**config.mk**
```make
export PLATFORM = sky130hd
export DESIGN_NAME = utf8_codepoint_decoder
export DESIGN_NICKNAME = d
export VERILOG_FILES = /design/src/design/utf8d_pkg.sv /design/src/design/utf8d_decode.sv /design/src/design/utf8_codepoint_decoder.sv
export SDC_FILE = /design/constraint.sdc
export NUM_CORES = 1
export LEC_CHECK = 0
export BUFFER_PORTS_ARGS = -buffer_cell sky130_fd_sc_hd__clkbuf_2
export CAP_MARGIN = 20
export CELL_PAD_IN_SITES_DETAIL_PLACEMENT = 1
export CELL_PAD_IN_SITES_GLOBAL_PLACEMENT = 2
export CORE_ASPECT_RATIO = 1.4
export CORE_MARGIN = 2
export CORE_UTILIZATION = 42
export DETAILED_ROUTE_END_ITERATION = 10
export GPL_TIMING_DRIVEN = 0
export PLACE_DENSITY = 0.88
export SYNTH_ARGS = -nofsm -noshare
export SYNTH_HDL_FRONTEND = slang
export SYNTH_SLANG_ARGS = --single-unit
```
**constraint.sdc**
```tcl
create_clock -name clk -period 11.1 [get_ports clk]
set_input_delay 1.665 -clock clk [delete_from_list [all_inputs] [get_ports clk]]
set_output_delay 1.665 -clock clk [all_outputs]
set_load 0.05 [all_outputs]
```
**src/design/utf8d_pkg.sv**
```systemverilog
// Shared types and the replacement code point for the UTF-8 code point decoder.
package utf8d_pkg;

	localparam logic [20:0] REPL_POINT = 21'h00fffd;

	// Decoder state carried from one byte to the next
	typedef struct packed {
		logic [20:0] partial_point;
		logic [1:0]  bytes_expected;
		logic        discard_rest;
	} dec_state_t;

	// One decoded code point as it leaves the block
	typedef struct packed {
		logic [20:0] code_point;
		logic        is_replacement;
		logic        string_end;
	} result_t;

	// Everything one byte produces: up to two results and the next state
	typedef struct packed {
		result_t     res0;
		result_t     res1;
		logic [1:0]  n_res;
		dec_state_t  nxt;
	} dec_out_t;

endpackage

```
**src/design/utf8d_decode.sv**
```systemverilog
// Combinational decode of one byte against the current sequence state.
module utf8d_decode import utf8d_pkg::*; (
	input  dec_state_t cur,
	input  logic [7:0] data_byte,
	input  logic [2:0] bytes_left,
	output dec_out_t   dout
);

	logic [2:0]  left_c;
	logic        last;
	logic        cont;
	logic [1:0]  exp_dec;
	logic [20:0] acc;
	result_t     fr;
	logic        fr_emit;
	logic        fr_start;
	logic        fr_disc;
	logic [1:0]  fr_extra;
	logic [20:0] fr_bits;

	// Fresh decode of the byte as if no sequence were pending
	always_comb begin
		left_c = bytes_left;
		if (bytes_left == 3'd0)
			left_c = 3'd1;
		else if (bytes_left > 3'd4)
			left_c = 3'd4;
		last = (left_c == 3'd1);

		fr       = '{code_point: REPL_POINT, is_replacement: 1'b1, string_end: last};
		fr_emit  = 1'b0;
		fr_start = 1'b0;
		fr_disc  = 1'b0;
		fr_extra = 2'd0;
		fr_bits  = 21'd0;

		case (data_byte) inside
			[8'h00:8'h7f]: begin
				fr      = '{code_point: {13'd0, data_byte}, is_replacement: 1'b0,
				            string_end: last};
				fr_emit = 1'b1;
			end
			[8'hc0:8'hdf]: begin
				fr_extra = 2'd1;
				fr_bits  = {16'd0, data_byte[4:0]};
			end
			[8'he0:8'hef]: begin
				fr_extra = 2'd2;
				fr_bits  = {17'd0, data_byte[3:0]};
			end
			[8'hf0:8'hf7]: begin
				fr_extra = 2'd3;
				fr_bits  = {18'd0, data_byte[2:0]};
			end
			default: begin
				fr_emit = 1'b1;
			end
		endcase

		// Lead needs more bytes than the string still holds
		if (fr_extra != 2'd0) begin
			if ({1'b0, fr_extra} >= left_c) begin
				fr      = '{code_point: REPL_POINT, is_replacement: 1'b1, string_end: 1'b1};
				fr_emit = 1'b1;
				fr_disc = !last;
			end else begin
				fr_start = 1'b1;
			end
		end
	end

	assign cont    = (data_byte[7:6] == 2'b10);
	assign exp_dec = cur.bytes_expected - 2'd1;
	assign acc     = {cur.partial_point[14:0], data_byte[5:0]};

	always_comb begin
		dout.nxt   = cur;
		dout.res0  = fr;
		dout.res1  = fr;
		dout.n_res = 2'd0;

		if (cur.discard_rest) begin
			dout.nxt.discard_rest = !last;
		end else if (cur.bytes_expected != 2'd0 && cont) begin
			dout.nxt.partial_point  = acc;
			dout.nxt.bytes_expected = exp_dec;
			if (exp_dec == 2'd0) begin
				dout.nxt.partial_point = 21'd0;
				dout.res0  = '{code_point: acc, is_replacement: 1'b0, string_end: last};
				dout.n_res = 2'd1;
			end else if (last) begin
				dout.nxt.partial_point  = 21'd0;
				dout.nxt.bytes_expected = 2'd0;
				dout.res0  = '{code_point: REPL_POINT, is_replacement: 1'b1,
				               string_end: 1'b1};
				dout.n_res = 2'd1;
			end
		end else begin
			// Broken sequence: drop it, flag it, then decode this byte afresh
			if (cur.bytes_expected != 2'd0) begin
				dout.nxt.partial_point  = 21'd0;
				dout.nxt.bytes_expected = 2'd0;
				dout.res0  = '{code_point: REPL_POINT, is_replacement: 1'b1,
				               string_end: 1'b0};
				dout.n_res = fr_emit ? 2'd2 : 2'd1;
			end else begin
				dout.n_res = fr_emit ? 2'd1 : 2'd0;
			end
			if (fr_start) begin
				dout.nxt.partial_point  = fr_bits;
				dout.nxt.bytes_expected = fr_extra;
			end
			if (fr_disc)
				dout.nxt.discard_rest = 1'b1;
		end
	end

endmodule

```
**src/design/utf8_codepoint_decoder.sv**
```systemverilog
// Top level of the UTF-8 code point decoder: input stage, state and result pair.
//
// Input channel: one word is one raw byte of a UTF-8 string (data_byte) with
// bytes_left, the count of bytes from this one to the string end, saturated
// at 4; a value of 1 marks the last byte. A word is taken at a rising edge
// with in_valid high and in_stall low.
// Output channel: one word is one code point (code_point, is_replacement,
// string_end), taken at a rising edge with out_valid high and out_stall low.
// A byte yields zero, one or two code points; malformed input yields U+FFFD
// with is_replacement set.
// Path: a byte taken into the input register is decoded there, and its first
// code point is then offered from the result register.
// Throughput: one byte per cycle while the receiver takes code points. The result register holds two code points;
// it reloads in the cycle its last code point leaves, so single-result bytes
// stream at full rate, while a byte that yields two code points holds the next
// byte in the input register until its second code point leaves.
// A stalled receiver holds the result register; the input register still
// takes one more byte, then in_stall rises until room opens.
// Reset clears the sequence state and all valid flags; nothing else is
// needed before the first byte.
module utf8_codepoint_decoder import utf8d_pkg::*; (
	input  logic        clk,
	input  logic        arst_n,
	input  logic        in_valid,
	output logic        in_stall,
	input  logic [7:0]  data_byte,
	input  logic [2:0]  bytes_left,
	output logic        out_valid,
	input  logic        out_stall,
	output logic [20:0] code_point,
	output logic        is_replacement,
	output logic        string_end
);

	// Input register
	logic       valid_s1;
	logic [7:0] byte_s1;
	logic [2:0] left_s1;

	// Sequence state
	dec_state_t state_q;

	// Result register: two slots, slot0 is the head
	result_t    slot0_s2;
	result_t    slot1_s2;
	logic [1:0] cnt_s2;

	dec_out_t   dout;
	logic       in_take;
	logic       pop;
	logic       s2_free;
	logic       adv;

	utf8d_decode u_decode (
		.cur        (state_q),
		.data_byte  (byte_s1),
		.bytes_left (left_s1),
		.dout       (dout)
	);

	assign out_valid      = (cnt_s2 != 2'd0);
	assign pop            = out_valid && !out_stall;
	assign code_point     = slot0_s2.code_point;
	assign is_replacement = slot0_s2.is_replacement;
	assign string_end     = slot0_s2.string_end;

	// Result register has room once its last code point leaves this cycle
	assign s2_free  = (cnt_s2 == 2'd0) || (cnt_s2 == 2'd1 && pop);
	// A byte with no result never needs room
	assign adv      = valid_s1 && (dout.n_res == 2'd0 || s2_free);
	assign in_stall = valid_s1 && !adv;
	assign in_take  = in_valid && !in_stall;

	// Input register: load on accept, drop when decoded
	always_ff @(posedge clk or negedge arst_n) begin
		if (!arst_n) begin
			valid_s1 <= 1'b0;
		end else if (in_take) begin
			valid_s1 <= 1'b1;
		end else if (adv) begin
			valid_s1 <= 1'b0;
		end
	end

	always_ff @(posedge clk) begin
		if (in_take) begin
			byte_s1 <= data_byte;
			left_s1 <= bytes_left;
		end
	end

	// Advance the sequence state once per decoded byte
	always_ff @(posedge clk or negedge arst_n) begin
		if (!arst_n) begin
			state_q <= '0;
		end else if (adv) begin
			state_q <= dout.nxt;
		end
	end

	// Result count: load a fresh pair, or shift on each pop
	always_ff @(posedge clk or negedge arst_n) begin
		if (!arst_n) begin
			cnt_s2 <= 2'd0;
		end else if (adv && dout.n_res != 2'd0) begin
			cnt_s2 <= dout.n_res;
		end else if (pop) begin
			cnt_s2 <= cnt_s2 - 2'd1;
		end
	end

	always_ff @(posedge clk) begin
		if (adv && dout.n_res != 2'd0) begin
			slot0_s2 <= dout.res0;
			slot1_s2 <= dout.res1;
		end else if (pop) begin
			slot0_s2 <= slot1_s2;
		end
	end

	// The result register never holds more than a pair
	a_cnt_range: assert property (@(posedge clk) disable iff (!arst_n)
		cnt_s2 != 2'd3)
		else $error("result register count out of range");

	// Skipping the rest of a string leaves no sequence pending
	a_discard_idle: assert property (@(posedge clk) disable iff (!arst_n)
		state_q.discard_rest |-> (state_q.bytes_expected == 2'd0))
		else $error("discard set while a sequence is pending");

	// A substituted code point is always U+FFFD
	a_repl_point: assert property (@(posedge clk) disable iff (!arst_n)
		(out_valid && is_replacement) |-> (code_point == REPL_POINT))
		else $error("replacement flag without U+FFFD");

	// A pair always opens with the broken-sequence U+FFFD
	a_pair_head: assert property (@(posedge clk) disable iff (!arst_n)
		(adv && dout.n_res == 2'd2) |=>
		(cnt_s2 == 2'd2 && slot0_s2.is_replacement && !slot0_s2.string_end))
		else $error("pair does not open with a broken-sequence result");

	// Bytes are only held back while results wait
	a_stall_cause: assert property (@(posedge clk) disable iff (!arst_n)
		in_stall |-> (valid_s1 && cnt_s2 != 2'd0))
		else $error("input stalled with an empty result register");

endmodule

```
==> tab_implementation.tex <==
\begin{tabular}{lr}
\hline
Metric & Value \\
\hline
\multicolumn{2}{l}{\textbf{Status}} \\
\quad Run status & finished, final reports clean \\
\multicolumn{2}{l}{\textbf{Logic synthesis}} \\
\quad Mean area per synthesized cell & between 10 and 15 um\^{}2 \\
\quad Netlist Area Pre-Place & 3100 um\^{}2 \\
\quad Post-synthesis instance total & 252 \\
\quad Post-synthesis cell type count & between 40 and 50 \\
\quad Net count after synthesis & approximately 270 \\
\quad Sequential share of the synthesized area & 59.5\% \\
\quad Post-synthesis async set-or-reset flop share & 32.3\% \\
\quad YS warnings & 0 \\
\quad Number of register bits inferred by synthesis & 65 \\
\quad Post-synth EDFFs & 44 \\
\quad Main flop type after synthesis & sky130\_fd\_sc\_hd\_\_edfxtp\_1 \\
\multicolumn{2}{l}{\textbf{Floorplan}} \\
\quad Starting density of the core & 42.7\% \\
\quad Y dimension of the die & 106 um \\
\quad Standard cell core area & 7270 um\^{}2 \\
\quad Die width & 76.7 um \\
\quad Number of top-level design ports & 40 \\
\quad Row Count & 37 \\
\quad Overall die area & 8100 um\^{}2 \\
\multicolumn{2}{l}{\textbf{Setup path}} \\
\quad Crit Path Max Fanout & 10 \\
\quad Flop2flop setup slack & 7.42 ns \\
\quad Worst r2r src & byte\_s1[7] \\
\quad Critical Path Sink Type & primary output \\
\quad Reg-to-Reg End & code\_point[10] \\
\quad Worst endpoint data arrival time & 3.58 ns \\
\quad Critical Path Start Type & flop \\
\quad Cells on worst reg2reg path & 11 \\
\quad CP Data Required Time & 9.44 ns \\
\quad Classification of the worst setup path & flop to primary output \\
\multicolumn{2}{l}{\textbf{Clock network}} \\
\quad CTS tree & yes \\
\quad Max Root-Sink Buffers & 2 \\
\quad Clock slew seen by the registers of the worst setup and hold paths & 0.07 ns \\
\quad Buffer count from post-CTS setup fixing & 0 \\
\quad Clk Latency, worst-skew pair & 0.35 ns \\
\quad Number of hold buffers added after cts & 0 \\
\quad Clk Tree Root Cell & sky130\_fd\_sc\_hd\_\_clkbuf\_8 \\
\quad Resize count post-CTS & 0 \\
\quad Number of clock sinks seen by CTS & 65 \\
\quad Number of buffers created by CTS & 9 \\
\quad H-tree depth reported by CTS & 3 \\
\multicolumn{2}{l}{\textbf{Place}} \\
\quad Total half-perimeter wirelength after legalization and detailed placement & 4.92 mm \\
\quad Count of placed standard cells including taps & 389 \\
\quad Weighted congestion at the end of routability-driven global placement & 0.822 \\
\quad Total of buffers placed on input and output ports & 39 \\
\multicolumn{2}{l}{\textbf{Finish}} \\
\quad Final Net Count & 325 \\
\quad P\&R area growth vs syn & 17.1\% \\
\quad Antenna cells & 0 \\
\quad Ratio of cells with drive above 1 in the final layout & 27.6\% \\
\quad Final-layout fill cell count & 806 \\
\quad Post-Layout Cell Count & 405 \\
\quad Post-route core utilization & roughly half \\
\multicolumn{2}{l}{\textbf{Routing}} \\
\quad Wire per inst & 16.3 um \\
\quad Vias after detailed routing & 2,098 \\
\quad Met2 WL & between 3 and 4 mm \\
\quad Number of iterations in the first detailed-routing pass & 4 \\
\quad Remaining antenna violation count & 0 \\
\quad DRC violation count after routing & 0 \\
\quad Highest routed layer & met4 \\
\quad Routed via count divided by cell count & 5.18 \\
\quad Iteration-0 DRC Markers & 84 \\
\quad Met3 wire length & 249 um \\
\quad Metal-1 WL & 2.64 mm \\
\quad Routed wire length & 6.58 mm \\
\multicolumn{2}{l}{\textbf{Timing}} \\
\quad Worst-Margin Slew & just under 0.8 ns \\
\quad RSZ-0062 raised after global routing & no \\
\quad Clock Skew & 0.00802 ns \\
\quad Highest clock frequency the design can meet & around 190 MHz \\
\quad Period minus WS final & 5.25 ns \\
\quad Total of endpoints with negative setup slack in the final report & 0 \\
\quad Number of hold-slack violations in the final timing report & 0 \\
\quad Max Slew Vio Count & 0 \\
\quad Worst-case headroom to the max-slew limit & around half \\
\quad Post-route fraction of the period consumed by the critical path & 47.3\% \\
\quad Final TNS setup & 0 ns \\
\multicolumn{2}{l}{\textbf{Job}} \\
\quad Maximum Capacitance Violations & 0 \\
\multicolumn{2}{l}{\textbf{Global route}} \\
\quad Vias in the first global route & 2,218 \\
\quad Largest net degree at the start of global routing & 22 \\
\quad Residual overflow from global routing & 0 \\
\quad Tot GR Track Use & 17.7\% \\
\quad Wire length of the first global-routing pass & around 11 mm \\
\quad Antenna violations before repair & 0 \\
\multicolumn{2}{l}{\textbf{Worst hold path}} \\
\quad Class of the most critical hold timing path & flop to flop \\
\quad Worst hold path depth & 2 \\
\quad Hold Path End & state\_q[15] \\
\quad Beginning of the worst hold path & state\_q[15] \\
\hline
\end{tabular}
registers in the layout, summed over array words and instances, names as in the netlist:
register,count
string_end,1
left_s1,3
cnt_s2,2
byte_s1,8
is_replacement,1
slot1_s2,10
state_q,18
code_point,21
valid_s1,1
worst max path at each step:
stage | start | end | slack (ns)
after floorplan | byte_s1[7] | in_stall | 6.63
after global placement | byte_s1[7] | in_stall | 6.24
after detailed placement | byte_s1[4] | in_stall | 6.17
after CTS | byte_s1[4] | in_stall | 5.78
after global routing | byte_s1[7] | in_stall | 5.58
final | byte_s1[7] | in_stall | 5.85
synthesized netlist by cell type (3+ instances only):
cell | instances | area (um^2)
sky130_fd_sc_hd__ha_1 | 7 | 87.6
sky130_fd_sc_hd__clkbuf_1 | 5 | 18.8
sky130_fd_sc_hd__o211ai_1 | 3 | 22.5
sky130_fd_sc_hd__a21oi_1 | 14 | 70.1
sky130_fd_sc_hd__dfrtp_1 | 21 | 526
sky130_fd_sc_hd__buf_6 | 3 | 33.8
sky130_fd_sc_hd__nor2_1 | 11 | 41.3
sky130_fd_sc_hd__o21ai_0 | 12 | 60.1
sky130_fd_sc_hd__a21boi_0 | 4 | 30.0
sky130_fd_sc_hd__nand3_1 | 3 | 15.0
sky130_fd_sc_hd__and3_1 | 6 | 37.5
sky130_fd_sc_hd__o21a_1 | 6 | 45.0
sky130_fd_sc_hd__mux2i_1 | 8 | 80.1
sky130_fd_sc_hd__nand2_1 | 22 | 82.6
sky130_fd_sc_hd__mux2_2 | 8 | 90.1
sky130_fd_sc_hd__nand2b_1 | 3 | 18.8
sky130_fd_sc_hd__nor2b_1 | 4 | 25.0
sky130_fd_sc_hd__o2bb2ai_1 | 4 | 35.0
sky130_fd_sc_hd__nand4b_1 | 4 | 35.0
sky130_fd_sc_hd__or2_2 | 6 | 37.5
sky130_fd_sc_hd__nor3_1 | 4 | 20.0
sky130_fd_sc_hd__edfxtp_1 | 44 | 1320
sky130_fd_sc_hd__inv_1 | 22 | 82.6
critical path, cell delays in order, from the launching register on:
cell                       delay, ns
sky130_fd_sc_hd__edfxtp_1       0.42
sky130_fd_sc_hd__and2_0         0.31
sky130_fd_sc_hd__o21ai_0        0.23
sky130_fd_sc_hd__ha_1           0.35
sky130_fd_sc_hd__nor3b_2        0.31
sky130_fd_sc_hd__o211ai_2       0.23
sky130_fd_sc_hd__ha_1           0.39
sky130_fd_sc_hd__nor2_1         0.09
sky130_fd_sc_hd__mux2i_4        0.21
sky130_fd_sc_hd__buf_6          0.20
sky130_fd_sc_hd__nand3_1        0.13
sky130_fd_sc_hd__inv_1          0.09
sky130_fd_sc_hd__clkbuf_2       0.27
cells by family after synthesis:
| group | share of synthesized area [%] |
|---|---|
| AO/OA/AOI/OAI | 13.3 |
| multiplexers | 6.21 |
| XOR/XNOR | 0.282 |
| buffers and inverters | 5.32 |
| AND/OR/NAND/NOR | 12.6 |
| flip-flops | 59.5 |
| adder cells (fa/ha/maj) | 2.82 |
area by class of cell:
type | instances | area, um^2 | area share (%)
clock inverters | 5 | 53.8 | 1.48
multi-input cells | 153 | 1100 | 30.2
clock buffers | 11 | 141 | 3.89
plain buffers | 11 | 77.6 | 2.13
repair buffers | 40 | 210 | 5.78
flip-flops and latches | 65 | 1850 | 50.8
inverters | 23 | 87.6 | 2.41
well taps | 97 | 121 | 3.34
placed cells by master (no fill, tap or decap), types with 6 or more instances in the layout:
cell	count
sky130_fd_sc_hd__clkbuf_1	6
sky130_fd_sc_hd__clkbuf_2	39
sky130_fd_sc_hd__mux2i_1	8
sky130_fd_sc_hd__edfxtp_1	44
sky130_fd_sc_hd__inv_1	22
sky130_fd_sc_hd__dfrtp_1	21
sky130_fd_sc_hd__o21a_1	6
sky130_fd_sc_hd__and3_1	6
sky130_fd_sc_hd__clkbuf_8	10
sky130_fd_sc_hd__ha_1	7
sky130_fd_sc_hd__a21oi_1	14
sky130_fd_sc_hd__o21ai_0	11
sky130_fd_sc_hd__nand2_1	22
sky130_fd_sc_hd__mux2_2	8
sky130_fd_sc_hd__nor2_1	11
sky130_fd_sc_hd__or2_2	6
layer usage:
layer	GRT usage, %	up-vias
met5	0	-
met4	10.6	0
met3	3.94	17
met2	31.8	46
met1	18.7	1028
li1	-	1007
through the flow:
stage                     hold WS (ns)  instance area [um^2]  worst slack, ns
final                            0.518                  3630             5.85
after global routing             0.545                  3630             5.58
after CTS                        0.523                  3630             5.78
after detailed placement         0.508                  3440             6.17
after global placement           0.495                  3420             6.24
after floorplan                  0.463                  3100             6.63
Power is not shown: default switching activity piles up to over one toggle a cycle in this logic, so the estimate is an artifact.
